$ cat src/design/multichannel_uart_ring_buffers_core_defines.svh
// ----------------------------------------------------------------------------
// Multichannel UART ring buffers: assertion macros
// Shared concurrent assertion forms used by the core's checks.
// ----------------------------------------------------------------------------
`ifndef MULTICHANNEL_UART_RING_BUFFERS_CORE_DEFINES_SVH
`define MULTICHANNEL_UART_RING_BUFFERS_CORE_DEFINES_SVH

// Same-cycle implication, disabled during reset.
`define MCURB_ASSERT_SAME(lbl, ante, cons, msg) \
  lbl: assert property (@(posedge clk) disable iff (!rst_n) (ante) |-> (cons)) \
    else $error(msg);

// Next-cycle implication, disabled during reset.
`define MCURB_ASSERT_NEXT(lbl, ante, cons, msg) \
  lbl: assert property (@(posedge clk) disable iff (!rst_n) (ante) |=> (cons)) \
    else $error(msg);

`endif

$ cat src/design/mcurb_pkg.sv
// ----------------------------------------------------------------------------
// Multichannel UART ring buffers: package
// Sizes, operation codes, controller states and ring pointer helpers.
// ----------------------------------------------------------------------------
`timescale 1ns / 1ps

package mcurb_pkg;

  localparam int CHANNELS  = 4;
  localparam int RX_DEPTH  = 1024;
  localparam int TX_DEPTH  = 128;

  localparam int CH_W      = 2;
  localparam int BYTE_W    = 8;
  localparam int ERR_W     = 4;
  localparam int FREE_W    = 7;
  localparam int FREE_MAX  = (1 << FREE_W) - 1;

  localparam int RX_PTR_W  = $clog2(RX_DEPTH);
  localparam int TX_PTR_W  = $clog2(TX_DEPTH);
  localparam int FREE_CALC_W = (TX_PTR_W + 1 > FREE_W + 1) ? TX_PTR_W + 1 : FREE_W + 1;

  localparam logic [1:0] OP_LINE  = 2'd0;
  localparam logic [1:0] OP_PUT   = 2'd1;
  localparam logic [1:0] OP_GET   = 2'd2;
  localparam logic [1:0] OP_CLEAR = 2'd3;

  typedef enum logic [1:0] {
    ST_IDLE,
    ST_LOOKUP,
    ST_COMMIT
  } state_t;

  typedef struct packed {
    logic load;
    logic rd_issue;
    logic commit;
  } cmd_t;

  typedef struct packed {
    logic [1:0]        opcode;
    logic [CH_W-1:0]   channel;
    logic              status_received;
    logic [ERR_W-1:0]  status_errors;
    logic              status_tx_empty;
    logic [BYTE_W-1:0] data_in;
  } item_t;

  function automatic logic [RX_PTR_W-1:0] inc_rx(input logic [RX_PTR_W-1:0] p);
    logic [RX_PTR_W-1:0] q;
    q = (p == RX_PTR_W'(RX_DEPTH - 1)) ? '0 : p + RX_PTR_W'(1);
    return q;
  endfunction

  function automatic logic [TX_PTR_W-1:0] inc_tx(input logic [TX_PTR_W-1:0] p);
    logic [TX_PTR_W-1:0] q;
    q = (p == TX_PTR_W'(TX_DEPTH - 1)) ? '0 : p + TX_PTR_W'(1);
    return q;
  endfunction

endpackage

$ cat src/design/mcurb_ctrl.sv
// ----------------------------------------------------------------------------
// Multichannel UART ring buffers: controller
// Sequences accept, pointer lookup and commit for one request at a time.
// ----------------------------------------------------------------------------
`timescale 1ns / 1ps

module mcurb_ctrl (
  input  logic             clk,
  input  logic             rst_n,
  input  logic             in_tvalid,
  output logic             in_tready,
  output logic             out_tvalid,
  input  logic             out_tready,
  output mcurb_pkg::cmd_t  cmd
);

  mcurb_pkg::state_t state_r, state_nxt;
  logic              out_valid_r, out_valid_nxt;

  always_ff @(posedge clk) begin
    if (!rst_n) begin
      state_r     <= mcurb_pkg::ST_IDLE;
      out_valid_r <= 1'b0;
    end else begin
      state_r     <= state_nxt;
      out_valid_r <= out_valid_nxt;
    end
  end

  always_comb begin
    state_nxt    = state_r;
    in_tready    = 1'b0;
    cmd.load     = 1'b0;
    cmd.rd_issue = 1'b0;
    cmd.commit   = 1'b0;
    case (state_r)
      mcurb_pkg::ST_IDLE: begin
        in_tready = 1'b1;
        if (in_tvalid) begin
          cmd.load  = 1'b1;
          state_nxt = mcurb_pkg::ST_LOOKUP;
        end
      end
      mcurb_pkg::ST_LOOKUP: begin
        cmd.rd_issue = 1'b1;
        state_nxt    = mcurb_pkg::ST_COMMIT;
      end
      mcurb_pkg::ST_COMMIT: begin
        if (!out_valid_r || out_tready) begin
          cmd.commit = 1'b1;
          state_nxt  = mcurb_pkg::ST_IDLE;
        end
      end
      default: begin
        state_nxt = mcurb_pkg::ST_IDLE;
      end
    endcase

    out_valid_nxt = out_valid_r;
    if (out_valid_r && out_tready) begin
      out_valid_nxt = 1'b0;
    end
    if (cmd.commit) begin
      out_valid_nxt = 1'b1;
    end
  end

  assign out_tvalid = out_valid_r;

endmodule

$ cat config.mk
export PLATFORM = sky130hd
export DESIGN_NAME = mcurb_ctrl
export DESIGN_NICKNAME = d
export VERILOG_FILES = /design/src/design/multichannel_uart_ring_buffers_core_defines.svh /design/src/design/mcurb_pkg.sv /design/src/design/mcurb_ctrl.sv
export SDC_FILE = /design/constraint.sdc
export NUM_CORES = 1
export LEC_CHECK = 0
export BUFFER_PORTS_ARGS = -buffer_cell sky130_fd_sc_hd__buf_2
export CAP_MARGIN = 20
export CORE_AREA = 2 2 39 41
export CTS_BUF_LIST = sky130_fd_sc_hd__clkbuf_4
export DETAILED_ROUTE_END_ITERATION = 10
export DIE_AREA = 0 0 41 43
export GPL_ROUTABILITY_DRIVEN = 0
export RECOVER_POWER = 50
export SLEW_MARGIN = 25
export SYNTH_ARGS = -nofsm -noshare
export SYNTH_HDL_FRONTEND = slang
export SYNTH_SLANG_ARGS = --single-unit
$ cat constraint.sdc
create_clock -name clk -period 1.05 [get_ports clk]
set_clock_uncertainty 0.05 [all_clocks]
set_input_delay 0.2625 -clock clk [delete_from_list [all_inputs] [get_ports clk]]
set_output_delay 0.2625 -clock clk [all_outputs]
set_load 0.01 [all_outputs]
Word-level counts from Yosys, hierarchy flattened
Index checks and enable logic that the tools add are counted.

word-level totals
  bits in registers = 3
  bits in latches = 0
  bits in writable memories = 0
  memory bits (read-only) = 0
  bits of input ports = 4
  output and inout port bits = 5
  memories kept = 0

cells by class
  $add $sub $neg = 0
  $mul = 0
  divide/modulo/power cells = 0
  magnitude comparators = 0
  equality and inequality tests = 4
  shift-type cells = 0
  mux-type cells = 11
  bitwise gates (word level) = 0
  reductions and logical operators = 6

operators by type and width
  kind                count
  $mux 1              8
  $pmux 2 s3          1
  $mux 2              2
  $ne 2x2->1 const B  2
  $eq 2x1->1 const B  1
  $eq 2x2->1 const B  1
  $logic_not 2->1     1
  $reduce_and 2->1    1
  $reduce_bool 2->1   1
  $logic_and 1x1->1   1
  $logic_not 1->1     1
  $logic_or 1x1->1    1

Longest topological paths before layout
Gate-level depths: netlist of the first run.

  word-level depth = 5
  mapped depth = 3
  depth with buffers taken out = 2

Worst setup path after synthesis of the first run
OpenSTA, ideal clock, no wires.

  kind = reg2out
  start point = register out_valid_r (netlist: out_tvalid)
  end point = output cmd[0] (netlist name)
  arrival time = 0.686 ns
  required time = 0.737 ns
  slack = 0.051 ns
  cell stages (with the launch flop) = 4
  buffers on the path = 1
  path through = dfxtp_1 > nand2b_1 > nor2b_1 > buf_4

RTL lines
  what                      line              text
  start: declaration        mcurb_ctrl.sv:18  logic out_valid_r, out_valid_nxt;
  start signal: assignment  mcurb_ctrl.sv:26  out_valid_r <= out_valid_nxt;
  end: declaration          mcurb_ctrl.sv:14  output mcurb_pkg::cmd_t cmd

==> results.cfg, run 1 <==
[timing]
setup_repair_after_global_routing_missed_its_margin = yes
setup_violations = 4
slew_viol_final = 0
layout_setup_ws_ns = -0.186
slew-limit-headroom_pct = 89.8
layout_min_cycle_time_ns = 1.24
totalNegativeSetupSlack_ns = -0.579
finalHoldViolCount = 0
fmax_mhz = 809
final.period_utilization_pct = 118
tightestPinTransition_ns = 0.152

[logic_synthesis]
post_synth.cell_area_avg_um2 = 10.5
syn_nets = 18
syn_inst_count = 14
synth-warning-count = 0
syn_area_um2 = 146
synth.yosys.seq_area_share_pct = 41.0
ys_types = 11
ys_seq_elements = 3

[clock_tree]
cts_made_buffers = 3
post-cts-setup-buffer-count = 0
clkLatencyLatePin_ns = 0.23
cts.sink_count = 3
tritoncts = yes
worst_setup_hold_path_clk_slew_ns = 0.03
clock_path_buffers = 2
htree_num_levels = 1
clockRootBuffer = clkbuf_4

[global_routing]
wire_length_of_the_first_global_routing_pass_um = 407
grt.overflow.total = 0
grt_max_degree = 6
vias_in_the_first_global_route = 129
gr-usage-all-layers_pct = 4.82
antenna_found_initial = 0

[floorplan]
fp.dieArea_mm2 = 0.00176
io_pins = 9
placeableCoreArea_mm2 = 0.00138
die_width_um = 41
floorplan.rows = 14
initial_utilization_pct = 10.6
dieHeight_um = 43

[drt]
num_vias = 131
drc_errors = 0
dr.first_iter.drc_count = 0
top_signal_layer_used = met3
met3_wirelength_um = 52
final_antenna_net_count = 0
met1_length_um = 94
vias_per_cell = 3.20
wl_um = 299
detailroute.wirelength.met2_um = 152
wl_per_cell_um = 7.29
number_of_detailed_routing_iterations_run_before_antenna_repair = 1

[pwr]
max-vdd-ir-drop_v = 0.000278
power.density_cell_area_mw_per_mm2 = 1590
static-leakage-power_nw = 0.113

[setup_path]
critPathCaptureType = output pin
worstReg2RegStart = state_r[1]
critPathLaunch = state_r[1]
crit_required_ns = 0.74
critical_path_arrival_ns = 0.92
timing_worst_setup_path_type = flip-flop to output pin
maximum_fanout_along_the_worst_path = 5
worstSetupStartpointType = flip-flop

[worst_hold_path]
worst_hold_startpoint = rst_n
min-delay-path-class = input port to flip-flop

[placement]
portBuffers = 8
place_hpwl_um = 219

[flow_run]
max_cap_viol_count = 0

[status]
status = complete, but fails checks
failed_checks = setup timing

[final_layout]
final_core_utilization_pct = 18.0
syn_to_final_growth_pct = 70.1
antennaDiodeCount = 0
fraction_of_layout_cells_with_a_size_suffix_above_1_pct = 72.0
layout.nets = 30
final_layout_fill_cell_count = 156
[per-stage QoR]
step	instances	area, um2	setup WS (ns)	power, W	hold WS [ns]
detailed placement	37	199	-0.0159	0.000169	0.451
floorplan	14	146	0.0512	0.000152	0.330
CTS	41	248	-0.198	0.000409	0.209
finish	41	249	-0.186	0.000395	0.226
global route	41	249	-0.233	0.000423	0.228
global placement	37	199	-0.0178	0.000169	0.454
[power by group]
part	switching (W)	leakage [nW]	internal, W	total, W
logic	0.0000177	0.0684	0.0000292	0.0000470
registers	0.00000655	0.0261	0.000120	0.000126
clock network	0.0000545	0.0184	0.000168	0.000222
[layout make-up]
type	instances	area, um2	area share, %
timing repair buffer	8	46.3	18.6
clock buffer	4	30.0	12.1
multi-input combinational	10	86.3	34.7
sequential	3	66.3	26.6
tap	16	20.0	8.04
[worst paths after layout]
kind                                    to  slack, ns  depth (start not counted)
worst max register to register  state_r[1]       0.16                          2
worst min-delay path            state_r[1]       0.23                          2
worst min register to register  out_tvalid       0.45                          2
worst max-delay path                cmd[1]      -0.19                          2
[timing repair]
action	4_1_cts	5_1_grt
setup endpoints to repair	4	5
resized for setup	5	1
pin swaps	0	1
hold buffers	0	0
hold endpoints to repair	0	0
[cell families after synthesis]
group | count (synthesis) | share of synthesized area, %
AO/OA/AOI/OAI | 2 | 10.3
buffers and inverters | 1 | 5.13
flip-flops | 3 | 41.0
AND/OR/NAND/NOR | 8 | 43.6
[metal layers]
layer	vias to the layer above	global-route usage (%)
met5	-	0
met4	0	8.00
met3	0	6.28
met2	7	5.63
met1	55	1.93
li1	69	-
[cells in the mapped netlist]
cell type	instances	area, um2
dfxtp_1	3	60.1
nand2b_1	2	12.5
a21boi_0	1	7.51
and2_1	1	6.26
and2b_4	1	10.0
and4bb_1	1	12.5
buf_4	1	7.51
nor2_1	1	3.75
nor2b_1	1	6.26
nor3b_2	1	12.5
o21a_1	1	7.51
[layout by cell type, fill, tap and decap left out]
cell type,Yosys,layout
nor3b_2,1,1
dfxtp_2,0,2
and2_1,1,1
clkbuf_4,0,4
nor2b_1,1,1
o21a_1,1,1
a21boi_0,1,1
nand2b_1,2,1
nor2_1,1,1
and4bb_1,1,1
buf_2,0,7
nand2b_4,0,1
buf_6,0,1
and2b_4,1,1
dfxtp_4,0,1
[registers in the layout (all words and copies together), names as in the netlist]
| signal | cells |
|---|---|
| state_r | 2 |
| out_tvalid | 1 |
[critical path: stages (launching register included)]
cell,delay (ns)
dfxtp_4,0.35
and2b_4,0.25
buf_6,0.09
Note: power is estimated with default switching activity, not from simulation.
==> run 2: changes to the inputs <==
--- a/config.mk
+++ b/config.mk
@@ -5,13 +5,14 @@
 export SDC_FILE = /design/constraint.sdc
 export NUM_CORES = 1
 export LEC_CHECK = 0
-export BUFFER_PORTS_ARGS = -buffer_cell sky130_fd_sc_hd__buf_2
+export BUFFER_PORTS_ARGS = -buffer_cell sky130_fd_sc_hd__buf_4
 export CAP_MARGIN = 20
 export CORE_AREA = 2 2 39 41
 export CTS_BUF_LIST = sky130_fd_sc_hd__clkbuf_4
 export DETAILED_ROUTE_END_ITERATION = 10
 export DIE_AREA = 0 0 41 43
 export GPL_ROUTABILITY_DRIVEN = 0
+export MAX_ROUTING_LAYER = met4
 export RECOVER_POWER = 50
 export SLEW_MARGIN = 25
 export SYNTH_ARGS = -nofsm -noshare
==> run 2 against run 1 <==
The flow still finishes with violations (setup timing). Flip-flop and latch count unchanged. Final area increased by 6.5%. Register-to-register slack about the same. Combinational power increased by 17%. Sequential power about the same. Count of clock-buffer cells in the layout unchanged. Via count increased by 0.76%. Fmax decreased by 0.30%. Global-route usage increased by 1.0 points. Sequential share of layout area decreased by 2.1 points. Largest power group unchanged.
==> results.cfg, run 2 (synthesis results as in run 1) <==
[clock_tree]
clockRootBuffer = clkbuf_4
post-cts-setup-buffer-count = 0
cts-hold-fix-buffers = 0
cts.sink_count = 3
htree_num_levels = 1
clkLatencyLatePin_ns = 0.23
worst_setup_hold_path_clk_slew_ns = 0.04
cts_made_buffers = 3
tritoncts = yes
clock_path_buffers = 2

[setup_path]
path_delay_family = flip-flops
worst-path-stages = 3
maximum_fanout_along_the_worst_path = 5
timing_worst_setup_path_type = flip-flop to output pin
critPathCaptureType = output pin
worst_path_max_delay_cell = dfxtp_2
crit_path_max_incr_delay_ns = 0.33
cp.buffers_inverters = 1
timing.reg2reg.worst_path_depth = 2
worstSetupStartpointType = flip-flop
critical_path.cell_chain = nand2b_4, nor2b_1, buf_4
critical_path_arrival_ns = 0.93
crit_required_ns = 0.74

[timing]
layout_setup_ws_ns = -0.190
slew_viol_final = 0
final.period_utilization_pct = 118
setup_repair_after_global_routing_missed_its_margin = yes
slew-limit-headroom_pct = 90.0
layout_min_cycle_time_ns = 1.24
fmax_mhz = 807
finalHoldViolCount = 0
tightestPinTransition_ns = 0.149
setup_violations = 4
totalNegativeSetupSlack_ns = -0.624

[drt]
final_antenna_net_count = 0
wl_um = 319
number_of_detailed_routing_iterations_run_before_antenna_repair = 1
vias_per_cell = 3.22
wl_per_cell_um = 7.78
drc_errors = 0
num_vias = 132
dr.first_iter.drc_count = 0

[final_layout]
multi_input_comb_area_um2 = 86.3
finish.instance_area_um2 = 265
fraction_of_layout_cells_with_a_size_suffix_above_1_pct = 68.0
finish.cell_count_without_fillers = 41
final_core_utilization_pct = 19.2
largest_register = state_r
seqCellArea_um2 = 65.1
layout.nets = 30
final_common_cell = buf_4
largest_reg_flops = 2
mostFrequentLayoutCells = buf_4 (7), clkbuf_4 (4)
antennaDiodeCount = 0
syn_to_final_growth_pct = 81.2
final_layout_fill_cell_count = 160

[status]
status = complete, but fails checks
failed_checks = setup timing

[global_routing]
wire_length_of_the_first_global_routing_pass_um = 531
grt_max_degree = 6
gr-usage-all-layers_pct = 5.86
grt.overflow.total = 0
antenna_found_initial = 0
vias_in_the_first_global_route = 142

[worst_hold_path]
worst_hold_path.num_cells = 2
min-delay-path-class = input port to flip-flop

[floorplan]
initial_utilization_pct = 10.6
dieHeight_um = 43
io_pins = 9
die_width_um = 41
floorplan.rows = 14
placeableCoreArea_mm2 = 0.00138
fp.dieArea_mm2 = 0.00176

[placement]
preCtsSetupSlack_ns = -0.0402
numPlacedInstances = 37
portBuffers = 8
placed_area_um2 = 219

[pwr]
max-vdd-ir-drop_v = 0.000211
power.density_cell_area_mw_per_mm2 = 1520
static-leakage-power_nw = 0.117

[flow_run]
max_cap_viol_count = 0
-- run 2: final cells by class --
cell class / instances / share of cell area [%]
multi-input combinational: 10 / 32.5
sequential: 3 / 24.5
tap: 16 / 7.55
clock buffer: 4 / 11.3
timing repair buffer: 8 / 24.1
-- run 2: final timing paths --
path / startpoint / end / slack [ns]
hold reg to reg: out_tvalid / out_tvalid / 0.47
setup / recovery: state_r[0] / cmd[0] / -0.19
hold / removal: rst_n / state_r[1] / 0.21
setup reg to reg: state_r[1] / state_r[1] / 0.16
-- run 2: through the flow --
step / hold WS [ns] / power (W)
3_5_place_dp: 0.440 / 0.000180
3_3_place_gp: 0.439 / 0.000179
2_1_floorplan: 0.330 / 0.000152
5_1_grt: 0.199 / 0.000443
4_1_cts: 0.194 / 0.000421
6_report: 0.206 / 0.000404
-- run 2: metal layers --
metal / share of wire, % / track usage (%) / vias to the layer above
met5: 0 / - / -
met4: 1.9 / 10.0 / 0
met3: 15 / 4.71 / 2
met2: 50 / 6.56 / 7
met1: 33 / 3.85 / 55
li1: - / - / 68
-- run 2: power breakdown --
| group | switching [W] | internal [W] |
|---|---|---|
| combinational | 0.0000178 | 0.0000370 |
| clock | 0.0000553 | 0.000168 |
| sequential | 0.00000718 | 0.000119 |
-- run 2: what timing repair did --
| item | 4_1_cts | 5_1_grt |
|---|---|---|
| endpoints found under the hold margin | 0 | 0 |
| pin swaps | 1 | 1 |
| setup endpoints to repair | 4 | 4 |
| resized for setup | 5 | 0 |
==> run 3: changes to the inputs <==
--- a/config.mk
+++ b/config.mk
@@ -13,6 +13,7 @@
 export DIE_AREA = 0 0 41 43
 export GPL_ROUTABILITY_DRIVEN = 0
 export MAX_ROUTING_LAYER = met4
+export PLACE_DENSITY_LB_ADDON = 0.25
 export RECOVER_POWER = 50
 export SLEW_MARGIN = 25
 export SYNTH_ARGS = -nofsm -noshare
==> run 3 against run 2 <==
The run still ends with setup timing left. Count of clock-buffer cells in the layout unchanged. Register-to-register slack got worse by 0.07 ns. Cell count increased by 4.9%. Final area increased by 5.7%. Power increased by 3.0%. Sequential share of layout area decreased by 1.3 points. Critical path depth unchanged. Utilization increased by 1.1 points. Die area unchanged. Sequential power about the same. Combinational power increased by 10%. Clock power increased by 3%. Highest routed layer is now met3.
==> results.cfg, run 3 (synthesis results as in run 1) <==
[setup_path]
critical_path.cell_chain = nand2b_4, nor2b_1, buf_4
timing.rr.end = state_r[1]
worstReg2RegStart = state_r[0]
crit_required_ns = 0.74
maximum_fanout_along_the_worst_path = 4
timing_worst_setup_path_type = flip-flop to output pin
crit_path_max_incr_delay_ns = 0.33
timing.reg2reg.setup_slack_ns = 0.09
worstSetupStartpointType = flip-flop
critical_path_arrival_ns = 0.94
worst_path_max_delay_cell = dfxtp_2
critPathCaptureType = output pin
timing.reg2reg.worst_path_depth = 3

[clock_tree]
cts-hold-fix-buffers = 0
worst_setup_hold_path_clk_slew_ns = 0.03
clock_path_buffers = 2
cts_made_buffers = 3
post-cts-setup-buffer-count = 0
tritoncts = yes
htree_num_levels = 1
clockRootBuffer = clkbuf_4
cts.sink_count = 3
clkLatencyLatePin_ns = 0.23

[timing]
tightestPinTransition_ns = 0.144
fmax_mhz = 796
totalNegativeSetupSlack_ns = -0.742
final.period_utilization_pct = 120
setup_violations = 4
slew_viol_final = 0
finalHoldViolCount = 0
slew-limit-headroom_pct = 90.3
setup_repair_after_global_routing_missed_its_margin = yes
layout_setup_ws_ns = -0.206
layout_min_cycle_time_ns = 1.26

[floorplan]
placeableCoreArea_mm2 = 0.00138
die_width_um = 41
dieHeight_um = 43
initial_utilization_pct = 10.6
floorplan.rows = 14
fp.dieArea_mm2 = 0.00176
io_pins = 9

[final_layout]
final_layout_fill_cell_count = 153
antennaDiodeCount = 0
multi_input_comb_area_um2 = 86.3
final_core_utilization_pct = 20.3
finish.instance_area_um2 = 280
final_common_cell = buf_4
syn_to_final_growth_pct = 91.5
largest_reg_flops = 2
layout.nets = 32
finish.cell_count_without_fillers = 43
fraction_of_layout_cells_with_a_size_suffix_above_1_pct = 70.4
mostFrequentLayoutCells = buf_4 (9), clkbuf_4 (4)
largest_register = state_r
seqCellArea_um2 = 65.1

[drt]
drc_errors = 0
wl_um = 366
num_vias = 141
vias_per_cell = 3.28
wl_per_cell_um = 8.51
number_of_detailed_routing_iterations_run_before_antenna_repair = 2
dr.first_iter.drc_count = 2
final_antenna_net_count = 0

[pwr]
power.density_cell_area_mw_per_mm2 = 1490
static-leakage-power_nw = 0.126
post-layout-total-power_w = 0.000416
max-vdd-ir-drop_v = 0.000432

[placement]
place_hpwl_um = 256
portBuffers = 8
numPlacedInstances = 39
placed_area_um2 = 234

[worst_hold_path]
min-delay-path-class = input port to flip-flop
worst_hold_startpoint = rst_n
hold_worst_path_end = state_r[1]
worst_hold_path.num_cells = 2

[status]
status = complete, but fails checks
failed_checks = setup timing

[global_routing]
wire_length_of_the_first_global_routing_pass_um = 627
grt.overflow.total = 0
gr-usage-all-layers_pct = 6.47
grt_max_degree = 6
vias_in_the_first_global_route = 153
antenna_found_initial = 0

[flow_run]
max_cap_viol_count = 0
run 3: layout make-up:
class	count	share of cell area, %
clock buffer	4	10.7
tap	16	7.14
timing repair buffer	10	28.1
sequential	3	23.2
multi-input combinational	10	30.8
run 3: per-stage QoR:
step,setup WS [ns],hold WS (ns)
after CTS,-0.218,0.201
after global routing,-0.255,0.208
after detailed placement,-0.0483,0.449
after global placement,-0.0357,0.438
after floorplan,0.0512,0.330
final,-0.206,0.208
run 3: repair_timing:
item / 4_1_cts / 5_1_grt
resized for setup: 5 / 1
endpoints found under the setup margin: 4 / 5
pin swaps: 2 / 0
run 3: how the worst max path moves through the flow:
stage,start,to,slack (ns),depth (start not counted)
after floorplan,out_tvalid,cmd[0],0.05,3
after global placement,out_tready,cmd[0],-0.04,4
after detailed placement,out_tready,cmd[0],-0.05,4
after CTS,state_r[0],cmd[0],-0.22,3
after global routing,state_r[0],cmd[0],-0.26,3
final,state_r[0],cmd[0],-0.21,3
run 3: layer usage:
metal / GRT usage (%) / routed length, um / vias to the layer above
met5: - / 0 / -
met4: 4.00 / 0 / 0
met3: 7.85 / 53 / 0
met2: 6.56 / 155 / 9
met1: 6.73 / 157 / 60
li1: - / - / 72
run 3: power breakdown:
part	internal, W	switching (W)	total (W)
Combinational	0.0000405	0.0000198	0.0000603
Clock	0.000168	0.0000616	0.000230
Sequential	0.000119	0.00000692	0.000126
Total	0.000328	0.0000883	0.000416
run 3: critical path, delay by kind of cell, from the launching register on:
family | cells | cell delay (ns)
buffers and inverters | 1 | 0.13
DFF | 1 | 0.33
and+or+nand+nor | 2 | 0.25
